`src/hw/rtl/prfd_pkg.sv`:
```
// prfd_pkg: shared types, constants and the ratio window test for the
// pulse ratio frame decoder.
// No dependencies.
package prfd_pkg;

	// Field widths
	localparam int DUR_W    = 16;
	localparam int RATIO_W  = 16;
	localparam int BITS_W   = 7;
	localparam int USED_W   = 8;
	localparam int STATUS_W = 3;
	localparam int VALUE_W  = 64;
	localparam int REG_IDX_W = 3;
	localparam int IN_DATA_W  = 16;
	localparam int OUT_DATA_W = 88;

	// Most data bits one frame can hold
	localparam int MAX_FRAME_BITS = 64;

	// Burst position saturates here
	localparam logic [USED_W-1:0] POS_CAP = 8'd131;

	// Configuration register indexes
	localparam logic [REG_IDX_W-1:0] REG_BIT_RATIO_MIN        = 3'd0;
	localparam logic [REG_IDX_W-1:0] REG_BIT_RATIO_MAX        = 3'd1;
	localparam logic [REG_IDX_W-1:0] REG_SYNC_LONG_RATIO_MIN  = 3'd2;
	localparam logic [REG_IDX_W-1:0] REG_SYNC_LONG_RATIO_MAX  = 3'd3;
	localparam logic [REG_IDX_W-1:0] REG_SYNC_SHORT_RATIO_MIN = 3'd4;
	localparam logic [REG_IDX_W-1:0] REG_SYNC_SHORT_RATIO_MAX = 3'd5;
	localparam logic [REG_IDX_W-1:0] REG_MIN_FRAME_BITS       = 3'd6;

	// Result status codes
	localparam logic [STATUS_W-1:0] STATUS_OK        = 3'd0;
	localparam logic [STATUS_W-1:0] STATUS_NO_SYNC   = 3'd1;
	localparam logic [STATUS_W-1:0] STATUS_BAD_BIT   = 3'd2;
	localparam logic [STATUS_W-1:0] STATUS_COUNT     = 3'd3;
	localparam logic [STATUS_W-1:0] STATUS_OVERFLOW  = 3'd4;

	// Parse phase, one-hot
	typedef enum logic [2:0] {
		PH_SYNC = 3'b001,
		PH_DATA = 3'b010,
		PH_DONE = 3'b100
	} phase_t;

	typedef struct packed {
		logic [RATIO_W-1:0] bit_ratio_min;
		logic [RATIO_W-1:0] bit_ratio_max;
		logic [RATIO_W-1:0] sync_long_ratio_min;
		logic [RATIO_W-1:0] sync_long_ratio_max;
		logic [RATIO_W-1:0] sync_short_ratio_min;
		logic [RATIO_W-1:0] sync_short_ratio_max;
		logic [BITS_W-1:0]  min_frame_bits;
	} cfg_t;

	// Ratio tests on the current duration pair
	typedef struct packed {
		logic sync_ok;
		logic bit_one;
		logic bit_zero;
	} pair_test_t;

	typedef struct packed {
		logic                frame_valid;
		logic [VALUE_W-1:0]  frame_value;
		logic [BITS_W-1:0]   frame_bits;
		logic [USED_W-1:0]   durations_used;
		logic [STATUS_W-1:0] status;
	} result_t;

	// a/b strictly inside (lo, hi), thresholds Q8.8, cross-multiplied
	function automatic logic in_window(
		input logic [DUR_W-1:0]   a,
		input logic [DUR_W-1:0]   b,
		input logic [RATIO_W-1:0] lo,
		input logic [RATIO_W-1:0] hi
	);
		logic [31:0] scaled;
		logic [31:0] lo_prod;
		logic [31:0] hi_prod;
		scaled  = {8'b0, a, 8'b0};
		lo_prod = 32'(lo) * 32'(b);
		hi_prod = 32'(hi) * 32'(b);
		return (scaled > lo_prod) && (scaled < hi_prod);
	endfunction

endpackage

```
`src/hw/rtl/prfd_frame_state.sv`:
```
// prfd_frame_state: per-burst parse state, bit shifter and result build.
// Depends on prfd_pkg.
module prfd_frame_state
	import prfd_pkg::*;
(
	input  logic              clk,
	input  logic              arst_n,
	input  logic              step,
	input  logic [DUR_W-1:0]  dur,
	input  logic              last,
	input  pair_test_t        test,
	input  logic [BITS_W-1:0] min_frame_bits,
	output logic [DUR_W-1:0]  prev_dur,
	output result_t           result
);

	phase_t              phase_q, phase_n;
	logic [DUR_W-1:0]    prev_q;
	logic [USED_W-1:0]   pos_q;
	logic [BITS_W-1:0]   bits_q, bits_n;
	logic [VALUE_W-1:0]  value_q, value_n;
	logic [STATUS_W-1:0] status_q, status_n;
	logic [USED_W-1:0]   used_q, used_n;
	logic                count_ok_cur;
	logic                count_ok_new;
	logic                pair_pos;

	assign prev_dur = prev_q;

	// Count rule: enough bits and an even number of them
	assign count_ok_cur = (bits_q >= min_frame_bits) && !bits_q[0];
	assign count_ok_new = (bits_n >= min_frame_bits) && !bits_n[0];
	assign pair_pos     = (pos_q != '0) && !pos_q[0];

	// Parse step for the current item
	always_comb begin
		phase_n  = phase_q;
		bits_n   = bits_q;
		value_n  = value_q;
		status_n = status_q;
		used_n   = used_q;
		case (phase_q)
			PH_SYNC: begin
				if (pos_q == 8'd1) begin
					if (test.sync_ok) begin
						phase_n = PH_DATA;
					end else begin
						phase_n  = PH_DONE;
						status_n = STATUS_NO_SYNC;
						used_n   = '0;
					end
				end else if (last) begin
					phase_n  = PH_DONE;
					status_n = STATUS_NO_SYNC;
					used_n   = '0;
				end
			end
			PH_DATA: begin
				if (pair_pos) begin
					if (test.bit_one || test.bit_zero) begin
						if (bits_q >= BITS_W'(MAX_FRAME_BITS)) begin
							phase_n  = PH_DONE;
							status_n = STATUS_OVERFLOW;
							used_n   = '0;
						end else begin
							value_n = {value_q[VALUE_W-2:0], test.bit_one};
							bits_n  = bits_q + 7'd1;
						end
					end else if (count_ok_cur) begin
						phase_n  = PH_DONE;
						status_n = STATUS_OK;
						used_n   = pos_q;
					end else begin
						phase_n  = PH_DONE;
						status_n = STATUS_BAD_BIT;
						used_n   = '0;
					end
				end
			end
			default: begin
			end
		endcase
		// Burst ends while data is still being read
		if (last && phase_n == PH_DATA) begin
			phase_n = PH_DONE;
			if (count_ok_new) begin
				status_n = STATUS_OK;
				used_n   = pos_q + 8'd1;
			end else begin
				status_n = STATUS_COUNT;
				used_n   = '0;
			end
		end
	end

	// Result for a burst_end item
	always_comb begin
		result = '0;
		if (phase_n == PH_DONE && status_n == STATUS_OK) begin
			result.frame_valid    = 1'b1;
			result.frame_value    = value_n;
			result.frame_bits     = bits_n;
			result.durations_used = used_n;
		end else begin
			result.status = status_n;
		end
	end

	// State update; a burst end returns everything to the start
	always_ff @(posedge clk or negedge arst_n) begin
		if (!arst_n) begin
			phase_q  <= PH_SYNC;
			prev_q   <= '0;
			pos_q    <= '0;
			bits_q   <= '0;
			value_q  <= '0;
			status_q <= STATUS_OK;
			used_q   <= '0;
		end else if (step) begin
			if (last) begin
				phase_q  <= PH_SYNC;
				prev_q   <= '0;
				pos_q    <= '0;
				bits_q   <= '0;
				value_q  <= '0;
				status_q <= STATUS_OK;
				used_q   <= '0;
			end else begin
				phase_q  <= phase_n;
				prev_q   <= dur;
				bits_q   <= bits_n;
				value_q  <= value_n;
				status_q <= status_n;
				used_q   <= used_n;
				if (pos_q < POS_CAP) begin
					pos_q <= pos_q + 8'd1;
				end
			end
		end
	end

endmodule

```
`config.mk`:
```
export PLATFORM = sky130hd
export DESIGN_NAME = prfd_frame_state
export DESIGN_NICKNAME = d
export VERILOG_FILES = /design/src/hw/rtl/prfd_pkg.sv /design/src/hw/rtl/prfd_frame_state.sv
export SDC_FILE = /design/constraint.sdc
export NUM_CORES = 1
export LEC_CHECK = 0
export BUFFER_PORTS_ARGS = -buffer_cell sky130_fd_sc_hd__buf_2
export CAP_MARGIN = 15
export CORE_ASPECT_RATIO = 0.8
export CORE_MARGIN = 2
export CORE_UTILIZATION = 40
export CTS_BUF_LIST = sky130_fd_sc_hd__clkbuf_16
export CTS_CLUSTER_DIAMETER = 120
export DETAILED_ROUTE_END_ITERATION = 8
export GPL_TIMING_DRIVEN = 0
export SLEW_MARGIN = 10
export SYNTH_ARGS = -nofsm -noshare
export SYNTH_HDL_FRONTEND = slang
export SYNTH_SLANG_ARGS = --single-unit
```
`constraint.sdc`:
```
create_clock -name clk -period 3.4 [get_ports clk]
set_clock_uncertainty 0.15 [all_clocks]
set_input_delay 0 -clock clk [delete_from_list [all_inputs] [get_ports clk]]
set_output_delay 0 -clock clk [all_outputs]
set_load 0.05 [all_outputs]
```
==> qor.csv <==
stage;metric;value;unit
layout;nNetsFinal;932;
die;initial_core_util;40.5;%
power;ir_drop;0.290;mV
drt;top_layer;met4;
global_route;gr-usage-all-layers;24.1;%
flow_run;cap_violations;0;
clock_tree;clock-root-buffer;clkbuf_16;
clock_tree;clk_path_buf_depth;2;
die;num_io_pins;129;
sta;min_period;3.95;ns
drt;drtIter0Drc;354;
power;power_density;333;mW/mm^2
worst_hold_path;min_path_type;in2reg;
drt;num_vias;6294;
clock_tree;cts_buffers;9;
placement;io_buffers;128;
critical_path;critical_path_class;reg2out;
global_route;grt_max_degree;70;
global_route;antenna_found_initial;0;
power;pwr-share-clk;30.1;%
synthesis;synth_area_leader_cell;dfrtp_1;
synthesis;synth-edff-count;0;
synthesis;synth_seq_cells;109;
sta;finalSetupViolCount;82;
drt;dr_wl_met2;10.2;mm
power;swShare;36.8;%
drt;wl_met1;10.0;mm
drt;met3WireLength;905;microns
clock_tree;clk_latency;0.36;ns
synthesis;ys_top_cells_by_area;dfrtp_1 41%, mux2i_1 9.6%, a22o_1 9.2%;
critical_path;r2r_cells;19;
die;core_area;0.0164;sq mm
sta;slew_headroom;37.3;%
synthesis;synth_area_per_cell;10.0;sq um
sta;rsz0062_at_grt;yes;
drt;drtPass1Iterations;5;
clock_tree;cts_tree;done;
critical_path;r2r-start;phase_q[2];
drt;via_per_inst;5.68;
drt;drc;0;
critical_path;cp_max_fo;6;
critical_path;cp-endpoint;result[72];
critical_path;crit_start;pos_q[0];
run_status;status;complete, but fails checks;
layout;register_area;0.00273;sq mm
synthesis;synthFlopType;dfrtp_1;
drt;wl_per_cell;19.3;microns
die;die_area;0.0177;sq mm
synthesis;syn_inst;664;
synthesis;synthArstFlopShare;100;%
critical_path;cp-end-kind;output port;
sta;fin_hold_ws;0.0269;ns
synthesis;syn_nets;713;
die;die_w;148;microns
worst_hold_path;min_path_cells;3;
die;rows;42;
layout;multi_input_area;0.00480;sq mm
power;pwr-share-seq;37.8;%
layout;n_antenna_cell;0;
drt;postRouteAntennaNets;0;
sta;totalNegativeSetupSlack;-38.26;ns
power;p_sw;0.00133;W
placement;gp_congestion;0.862;
sta;worst_slack;-0.555;ns
sta;hold_viol;0;
layout;drive_above_1_share;41.7;%
clock_tree;clkSinkCount;109;
synthesis;netlist_area;0.00664;sq mm
critical_path;cp-start-kind;flop;
placement;dp_slack;-0.776;ns
critical_path;required;3.25;ns
layout;final_cell_mix;106 x dfrtp_1, 86 x buf_6, 70 x a22o_1;
synthesis;synth_top_area_share;40.7;%
run_status;violations;negative setup slack;
sta;tightest_slew;0.934;ns
power;p_comb_share;32.1;%
drt;drt_wl_total;21.4;mm
sta;max_freq;0.253;GHz
synthesis;synth_cell_types;60;
clock_tree;clk_pin_slew;0.07;ns
sta;slew_viol_final;0;
global_route;grt_pass1_wl;33.7;mm
critical_path;cp.arrival;3.80;ns
critical_path;r2r-end;value_q[34];
layout;mostFrequentLayoutCell;dfrtp_1;
power;leakagePower;4.20;nW
layout;area_growth;63.3;%
clock_tree;h-tree-depth;3;
synthesis;seq_area_frac_synth;41.1;%
sta;fin_crit_sh;116;%
die;fp.dieH;119;microns
placement;hpwl;14.2;mm
critical_path;r2r_slack;0.09;ns
synthesis;ys_warn_count;0;
global_route;grt-ovfl-total;0;
layout;num-fill-cells;1260;
global_route;grt_pass1_vias;6305;
power;internal_power;0.00228;W
cells in the mapped netlist (15+ instances only):
library cell  count
dfrtp_1         108
a22o_1           70
a211oi_1         68
mux2i_1          64
o21ai_0          40
clkbuf_1         38
inv_1            27
nand2_1          27
nor2_1           23
buf_2            20
ha_1             19
nand3_1          15
nand3b_1         15
how the worst min path moves through the flow:
stage / from / endpoint
after floorplan: arst_n / bits_q[0]
after global placement: dur[15] / prev_dur[15]
after detailed placement: arst_n / prev_dur[2]
after CTS: step / phase_q[1]
after global routing: step / bits_q[4]
final: step / phase_q[1]
registers in the layout, summed over array words and instances (netlist names):
signal,count
prev_dur,16
value_q,64
used_q,8
bits_q,7
status_q,3
phase_q,3
pos_q,8
layer usage:
| metal | GRT usage (%) | vias to the layer above |
|---|---|---|
| met1 | 35.1 | 3188 |
| met5 | 0 | - |
| met2 | 37.8 | 149 |
| met3 | 4.33 | 21 |
| li1 | - | 2936 |
| met4 | 5.12 | 0 |
cells by family after synthesis:
| group | after synthesis | synth area share [%] |
|---|---|---|
| buf+inv | 93 | 5.69 |
| xor+xnor | 10 | 1.32 |
| fa+ha+maj | 19 | 3.58 |
| simple gates | 125 | 10.6 |
| mux | 65 | 9.82 |
| flops | 109 | 41.1 |
| compound gates | 243 | 27.9 |
area by class of cell:
class | instances | share of cell area, %
inverter | 28 | 0.969
timing repair buffer | 209 | 19.1
buffer | 63 | 5.27
sequential | 109 | 25.2
clock inverter | 7 | 0.681
clock buffer | 9 | 2.08
tap | 220 | 2.54
multi-input combinational | 463 | 44.2
power by group through the flow:
| stage | clock network, W | logic (W) | registers (W) |
|---|---|---|---|
| after floorplan | 0 | 0.000642 | 0.00144 |
| after global placement | 0 | 0.000885 | 0.00139 |
| after detailed placement | 0 | 0.000914 | 0.00139 |
| after CTS | 0.00110 | 0.00105 | 0.00136 |
| after global routing | 0.00116 | 0.00125 | 0.00137 |
| final | 0.00109 | 0.00116 | 0.00136 |
worst max-delay path, stage by stage (launching register included):
cell	delay [ns]
dfrtp_2	0.47
inv_2	0.10
ha_4	0.11
nor4b_4	0.32
a21boi_4	0.12
nand2_2	0.10
mux2_4	0.34
ha_4	0.28
nand2_4	0.04
o21ai_4	0.17
a31oi_4	0.11
o21ai_4	0.15
buf_12	0.14
a32oi_4	0.10
buf_12	0.18
buf_16	0.14
clkbuf_16	0.17
a211oi_4	0.19
buf_6	0.19
repair_timing:
action	in CTS	in global routing
resized for setup	199	71
pin swaps	11	26
setup buffers	36	13
hold buffers	20	0
endpoints found under the hold margin	126	0
gates cloned	7	4
endpoints found under the setup margin	82	143
per-stage QoR:
step | util, % | total power, W | std cells | area, sq um
after floorplan | - | 0.00208 | 664 | 7790
after global placement | 53.1 | 0.00227 | 1012 | 8700
after detailed placement | 53.3 | 0.00230 | 1013 | 8740
after CTS | 63.2 | 0.00352 | 1090 | 10400
after global routing | 66.2 | 0.00377 | 1108 | 10800
final | 66.2 | 0.00361 | 1108 | 10800
Note: power is estimated with default switching activity, not from simulation.
