<file path="config.mk">
export PLATFORM = sky130hd
export DESIGN_NAME = prfd_cfg_regs
export DESIGN_NICKNAME = d
export VERILOG_FILES = /design/src/hw/rtl/prfd_pkg.sv /design/src/hw/rtl/prfd_cfg_regs.sv
export SDC_FILE = /design/constraint.sdc
export NUM_CORES = 1
export LEC_CHECK = 0
export BUFFER_PORTS_ARGS = -buffer_cell sky130_fd_sc_hd__buf_2
export CORE_MARGIN = 5
export CORE_UTILIZATION = 43
export DETAILED_ROUTE_END_ITERATION = 8
export GPL_ROUTABILITY_DRIVEN = 0
export PLACE_DENSITY = 0.72
export RECOVER_POWER = 50
export SLEW_MARGIN = 20
export SYNTH_ARGS = -nofsm -noshare
export SYNTH_HDL_FRONTEND = slang
export SYNTH_SLANG_ARGS = --single-unit
</file>
<file path="constraint.sdc">
create_clock -name clk -period 0.8 [get_ports clk]
set_clock_uncertainty 0.1 [all_clocks]
set_input_delay 0.04 -clock clk [delete_from_list [all_inputs] [get_ports clk]]
set_output_delay 0.04 -clock clk [all_outputs]
set_load 0.05 [all_outputs]
</file>
<file path="src/hw/rtl/prfd_pkg.sv">
// prfd_pkg: shared types, constants and the ratio window test for the
// pulse ratio frame decoder.
// No dependencies.
package prfd_pkg;

	// Field widths
	localparam int DUR_W    = 16;
	localparam int RATIO_W  = 16;
	localparam int BITS_W   = 7;
	localparam int USED_W   = 8;
	localparam int STATUS_W = 3;
	localparam int VALUE_W  = 64;
	localparam int REG_IDX_W = 3;
	localparam int IN_DATA_W  = 16;
	localparam int OUT_DATA_W = 88;

	// Most data bits one frame can hold
	localparam int MAX_FRAME_BITS = 64;

	// Burst position saturates here
	localparam logic [USED_W-1:0] POS_CAP = 8'd131;

	// Configuration register indexes
	localparam logic [REG_IDX_W-1:0] REG_BIT_RATIO_MIN        = 3'd0;
	localparam logic [REG_IDX_W-1:0] REG_BIT_RATIO_MAX        = 3'd1;
	localparam logic [REG_IDX_W-1:0] REG_SYNC_LONG_RATIO_MIN  = 3'd2;
	localparam logic [REG_IDX_W-1:0] REG_SYNC_LONG_RATIO_MAX  = 3'd3;
	localparam logic [REG_IDX_W-1:0] REG_SYNC_SHORT_RATIO_MIN = 3'd4;
	localparam logic [REG_IDX_W-1:0] REG_SYNC_SHORT_RATIO_MAX = 3'd5;
	localparam logic [REG_IDX_W-1:0] REG_MIN_FRAME_BITS       = 3'd6;

	// Result status codes
	localparam logic [STATUS_W-1:0] STATUS_OK        = 3'd0;
	localparam logic [STATUS_W-1:0] STATUS_NO_SYNC   = 3'd1;
	localparam logic [STATUS_W-1:0] STATUS_BAD_BIT   = 3'd2;
	localparam logic [STATUS_W-1:0] STATUS_COUNT     = 3'd3;
	localparam logic [STATUS_W-1:0] STATUS_OVERFLOW  = 3'd4;

	// Parse phase, one-hot
	typedef enum logic [2:0] {
		PH_SYNC = 3'b001,
		PH_DATA = 3'b010,
		PH_DONE = 3'b100
	} phase_t;

	typedef struct packed {
		logic [RATIO_W-1:0] bit_ratio_min;
		logic [RATIO_W-1:0] bit_ratio_max;
		logic [RATIO_W-1:0] sync_long_ratio_min;
		logic [RATIO_W-1:0] sync_long_ratio_max;
		logic [RATIO_W-1:0] sync_short_ratio_min;
		logic [RATIO_W-1:0] sync_short_ratio_max;
		logic [BITS_W-1:0]  min_frame_bits;
	} cfg_t;

	// Ratio tests on the current duration pair
	typedef struct packed {
		logic sync_ok;
		logic bit_one;
		logic bit_zero;
	} pair_test_t;

	typedef struct packed {
		logic                frame_valid;
		logic [VALUE_W-1:0]  frame_value;
		logic [BITS_W-1:0]   frame_bits;
		logic [USED_W-1:0]   durations_used;
		logic [STATUS_W-1:0] status;
	} result_t;

	// a/b strictly inside (lo, hi), thresholds Q8.8, cross-multiplied
	function automatic logic in_window(
		input logic [DUR_W-1:0]   a,
		input logic [DUR_W-1:0]   b,
		input logic [RATIO_W-1:0] lo,
		input logic [RATIO_W-1:0] hi
	);
		logic [31:0] scaled;
		logic [31:0] lo_prod;
		logic [31:0] hi_prod;
		scaled  = {8'b0, a, 8'b0};
		lo_prod = 32'(lo) * 32'(b);
		hi_prod = 32'(hi) * 32'(b);
		return (scaled > lo_prod) && (scaled < hi_prod);
	endfunction

endpackage

</file>
<file path="src/hw/rtl/prfd_cfg_regs.sv">
// prfd_cfg_regs: threshold and frame length registers of the decoder.
// Depends on prfd_pkg.
module prfd_cfg_regs
	import prfd_pkg::*;
(
	input  logic                 clk,
	input  logic                 arst_n,
	input  logic                 wr_en,
	input  logic [REG_IDX_W-1:0] wr_index,
	input  logic [RATIO_W-1:0]   wr_data,
	output cfg_t                 cfg
);

	cfg_t cfg_q;

	// Register writes; unknown indexes are dropped
	always_ff @(posedge clk or negedge arst_n) begin
		if (!arst_n) begin
			cfg_q.bit_ratio_min        <= 16'd384;
			cfg_q.bit_ratio_max        <= 16'd1280;
			cfg_q.sync_long_ratio_min  <= 16'd1536;
			cfg_q.sync_long_ratio_max  <= 16'd3584;
			cfg_q.sync_short_ratio_min <= 16'd5120;
			cfg_q.sync_short_ratio_max <= 16'd10240;
			cfg_q.min_frame_bits       <= 7'd24;
		end else if (wr_en) begin
			case (wr_index)
				REG_BIT_RATIO_MIN:        cfg_q.bit_ratio_min        <= wr_data;
				REG_BIT_RATIO_MAX:        cfg_q.bit_ratio_max        <= wr_data;
				REG_SYNC_LONG_RATIO_MIN:  cfg_q.sync_long_ratio_min  <= wr_data;
				REG_SYNC_LONG_RATIO_MAX:  cfg_q.sync_long_ratio_max  <= wr_data;
				REG_SYNC_SHORT_RATIO_MIN: cfg_q.sync_short_ratio_min <= wr_data;
				REG_SYNC_SHORT_RATIO_MAX: cfg_q.sync_short_ratio_max <= wr_data;
				REG_MIN_FRAME_BITS:       cfg_q.min_frame_bits       <= wr_data[BITS_W-1:0];
				default: begin
				end
			endcase
		end
	end

	assign cfg = cfg_q;

endmodule

</file>
==> results.yml, run 1 <==
timing:
  max_freq_mhz: 802
  hold_slack_ns: -0.107
  layout_min_cycle_time_ns: 1.25
  fin_tns_setup_ns: -47.74
  relSlewSlack_pct: 72.9
  rsz0062_at_grt: "true"
  fin_crit_sh_pct: 156
  tightest_slew_ns: 0.407
  maxSlewViolCount: 0
  setup_viol: 208
  hold_violations: 103
  fin_ws_ns: -0.448
clocking:
  cts_buffer_depth: 2
  clkSinkCount: 103
  cts-htree-levels: 3
  cts_buffers: 9
  cts_tree: "yes"
  clkLatencyLatePin_ns: 0.36
  cts-root-buf: "clkbuf_8"
  cts.clk_slew.worst_paths_ns: 0.12
  holdBufCountCts: 1
detailed_routing:
  ant_nets: 0
  vias: 2807
  post_drt_wl_per_cell_um: 23.4
  post-route-drc-count: 0
  via_per_inst: 5.12
  drt_iter0_drc: 90
  drt_pass1_iterations: 4
  finalWirelength_um: 12800
floorplan:
  die_w_um: 106
  start_util_pct: 43.5
  fp.dieH_um: 106
  num_io_pins: 125
  num_rows: 35
  core_area_um2: 9150
  dieArea_um2: 11300
worst_setup_path:
  crit_buf_inv: 1
  crit_path_top_delay_cell: "dfstp_2"
  cp.required_ns: 0.66
  arrival_ns: 1.11
  startpoint_type: "flop"
  cp-end-kind: "output pin"
  path_max_fanout: 2
  critical_path_class: "flop to output pin"
  cp_slowest_stage_delay_ns: 0.58
  worstPathCellList: "buf_8"
  path_delay_family: "flip-flops"
global_route:
  grt.met3_usage_pct: 6.56
  antenna_found_initial: 0
  grt_pass1_vias: 3083
  top_usage_layer: "met2"
  grt_pass1_wl_um: 18400
  grt_usage_pct: 21.6
  overflow: 0
  grt_max_degree: 35
  grtUsageMet1_pct: 26.8
  use_met2_pct: 36.5
layout:
  drive_gt1_share_pct: 83.3
  largest_reg_flops: 103
  diodes: 0
  area_growth_syn_to_layout_pct: 75.3
  layout_commonest_cell: "buf_6"
  nets: 454
  fillers: 512
  mostFrequentLayoutCells: "129 x buf_6, 101 x mux2_4, 71 x dfrtp_1"
  regArea_um2: 2620
  fin_cells: 548
  stdcell_area_um2: 6980
  multi_input_area_um2: 1690
run:
  cap_viol_max_count: 0
place:
  placed_area_um2: 5170
  dp_hpwl_um: 6540
  placement.io_buffers: 124
  dp_cells: 467
synth:
  ys_types: 11
  postSynthAreaPerCell_um2: 17.6
  ys_warn_count: 0
  synth_nets: 248
  synth_seq_area_share_pct: 65.2
  yosys_register_bits: 103
  synth_area_um2: 3980
  synthCells: 226
status:
  violations: "hold timing, setup timing"
  status: "complete, but fails checks"
worst_hold_path:
  hold_class: "input port to flop"
pwr:
  p_leak_nw: 3.43
  powerDensity_nw_per_um2: 3070
  ir_drop_mv: 1.85
## kinds of logic (layout without fill, tap and decap cells)
group	after synthesis	count (layout)	synth area share, %
DFF	103	103	65.2
and+or+nand+nor	7	7	2.32
muxes	103	103	30.1
buffers and inverters	13	224	2.42
## metrics by stage
| stage | setup WS (ns) | util, % | power (mW) | hold WS [ns] |
|---|---|---|---|---|
| finish | -0.448 | 76.3 | 21.4 | -0.107 |
| floorplan | -0.545 | - | 12.8 | -0.356 |
| CTS | -0.444 | 72.4 | 20.5 | -0.142 |
| global route | -0.484 | 76.3 | 22.1 | -0.114 |
| global placement | -0.601 | 56.5 | 14.6 | -0.188 |
| detailed placement | -0.629 | 56.5 | 14.7 | -0.188 |
## path summary, 6_finish.rpt
kind | depth (start not counted) | slack, ns | end | from
worst max-delay path | 1 | -0.45 | cfg[64] | cfg[64]
worst min-delay path | 2 | -0.11 | cfg[101] | wr_data[14]
worst max register to register | 2 | -0.29 | cfg[99] | cfg[99]
worst min register to register | 1 | 0.44 | cfg[6] | cfg[6]
max in group asynchronous | 3 | -0.02 | cfg[4] | arst_n
min in group asynchronous | 2 | 0.02 | cfg[17] | arst_n
## cell usage after synthesis
cell type	number	share of area, %
buf_2	8	1.0
buf_6	5	1.4
dfrtp_1	88	55
dfstp_2	15	9.9
mux2_1	1	0.28
mux2_2	92	26
mux2_4	10	3.8
nand4b_1	1	0.22
nand4b_2	2	0.75
nor4b_4	1	0.60
nor4bb_1	3	0.75
## routing by layer
metal,vias up,share of wire (%)
met5,-,0
met2,101,52
li1,1213,-
met4,0,1.2
met1,1479,42
met3,14,5.1
## layout make-up
cell class / instances / share of cell area [%]
tap: 111 / 1.99
clock buffer: 9 / 1.77
sequential: 103 / 37.5
clock inverter: 7 / 0.789
multi-input combinational: 110 / 24.1
timing repair buffer: 208 / 33.8
## power by group
group	internal, mW	switching [mW]	leakage [nW]
logic	4.96	5.71	2.14
clock network	1.17	1.96	0.0919
registers	6.52	1.10	1.20
## worst register-to-register path, cell delays in order (launching register included)
cell     delay, ns
dfrtp_1       0.46
buf_6         0.15
mux2_4        0.27
## repair_timing
| item | CTS | global route |
|---|---|---|
| pin swaps | 2 | 3 |
| buffers inserted | 36 | 26 |
| cloned | 2 | 1 |
| hold endpoints to repair | 206 | 108 |
| resized for setup | 286 | 42 |
| setup endpoints to repair | 206 | 206 |
Note: power is estimated with default switching activity, not from simulation.
==> run 2: changes to the inputs <==
clock period = 1.1 ns   (was 0.8 ns; I/O delays follow)
==> results.yml, run 2 (synthesis gave the netlist of run 1 again) <==
detailed_routing:
  finalWirelength_um: 10500
  drt_pass1_iterations: 4
  drt_iter0_drc: 65
  post-route-drc-count: 0
  ant_nets: 0
  vias: 2678
  via_per_inst: 4.95
  post_drt_wl_per_cell_um: 19.4
pwr:
  seq_power_share_pct: 35.6
  swShare_pct: 39.6
  totalPowerFinal_mw: 15.1
  p_leak_nw: 3.09
  ir_drop_mv: 1.23
  powerDensity_nw_per_um2: 2340
  internal-power_mw: 9.15
  combPwrFrac_pct: 46.5
  power.net_switching_mw: 5.99
  p_clk_share_pct: 17.9
worst_setup_path:
  critical_path_class: "flop to output pin"
  arrival_ns: 1.09
  crit_buf_inv: 1
  cp_slowest_stage_delay_ns: 0.57
  cp.required_ns: 0.94
  path_delay_family: "flip-flops"
  cp-end-kind: "output pin"
  crit_path_top_delay_cell: "dfstp_2"
  worstPathCellList: "buf_8"
  startpoint_type: "flop"
  path_max_fanout: 2
layout:
  fillers: 571
  fin_cells: 541
  largest_reg_flops: 103
  fin_util_pct: 70.6
  mostFrequentLayoutCells: "94 x buf_6, 88 x dfrtp_1, 57 x mux2_4"
  layout_commonest_cell: "buf_6"
  multi_input_area_um2: 1510
  regArea_um2: 2600
  area_growth_syn_to_layout_pct: 62.4
  drive_gt1_share_pct: 75.3
  diodes: 0
  nets: 447
clocking:
  cts.clk_slew.worst_paths_ns: 0.11
  cts-htree-levels: 3
  clkSinkCount: 103
  clkLatencyLatePin_ns: 0.35
  cts_tree: "yes"
  cts_buffer_depth: 2
  cts_buffers: 9
  cts-root-buf: "clkbuf_8"
timing:
  hold_violations: 0
  hold_slack_ns: 0.0909
  max_freq_mhz: 806
  rsz0062_at_grt: "true"
  fin_crit_sh_pct: 113
  setup_viol: 18
  relSlewSlack_pct: 67.6
  tightest_slew_ns: 0.485
  fin_ws_ns: -0.141
  layout_min_cycle_time_ns: 1.24
  maxSlewViolCount: 0
place:
  dp_hpwl_um: 6870
  placement.io_buffers: 124
  pre_cts_ws_ns: -0.363
  dp_cells: 470
floorplan:
  die_w_um: 106
  core_area_um2: 9150
  start_util_pct: 43.5
  num_io_pins: 125
  dieArea_um2: 11300
  num_rows: 35
  fp.dieH_um: 106
status:
  status: "complete, but fails checks"
  violations: "setup timing"
global_route:
  grt_pass1_wl_um: 16400
  grt_max_degree: 32
  antenna_found_initial: 0
  overflow: 0
  grt_usage_pct: 18.9
  grt_pass1_vias: 2958
run:
  cap_viol_max_count: 0
worst_hold_path:
  hold_class: "input port to asynchronous set/reset pin"
==> run 2: cell type report <==
cell class              instances  area share [%]
flip-flops and latches        103            40.2
repair buffers                201            30.7
multi-input cells             110            23.4
well taps                     111            2.15
clock buffers                  10            2.13
clock inverters                 6            1.55
==> run 2: per-stage QoR <==
step	instance area [um2]	setup TNS (ns)
after CTS	6350	-2.34
after global placement	5080	-22.33
after global routing	6470	-3.99
final	6470	-1.91
after floorplan	4220	-10.84
after detailed placement	5080	-23.85
==> run 2: path summary, 6_finish.rpt <==
path	start	cells past startpoint	slack, ns	endpoint
worst min-delay path	arst_n	2	0.09	cfg[98]
worst max register to register	cfg[61]	2	0.07	cfg[61]
worst min register to register	cfg[10]	1	0.44	cfg[10]
max in group asynchronous	arst_n	3	0.11	cfg[4]
min in group clk	wr_en	4	0.19	cfg[47]
worst max-delay path	cfg[64]	1	-0.14	cfg[64]
==> run 2: routing by layer <==
metal  track usage [%]  vias to the layer above  wire, um
li1                  -                     1201         -
met1              24.3                     1380      4530
met2              31.1                       89      5170
met3              5.28                        8       672
met4              5.55                        0       108
met5                 0                        -         0
==> run 2: worst register-to-register path, cell delays in order, from the launching register on <==
cell and delay, ns:
dfrtp_1 0.42, buf_4 0.15, mux2_4 0.26
==> run 2: power by group through the flow <==
stage                     combinational, mW  sequential [mW]  clock (mW)
after floorplan                        1.10             8.19           0
after global placement                 5.36             5.20           0
after detailed placement               5.42             5.23           0
after CTS                              6.86             5.38        2.79
after global routing                   7.27             5.49        2.95
final                                  7.03             5.39        2.72
==> run 2: repair_timing <==
action | in CTS | in global routing
hold endpoints to repair | 206 | 0
pin swaps | 0 | 1
endpoints found under the setup margin | 103 | 112
hold buffers | 17 | 0
cloned | 0 | 0
setup buffers | 22 | 16
resized for setup | 220 | 5
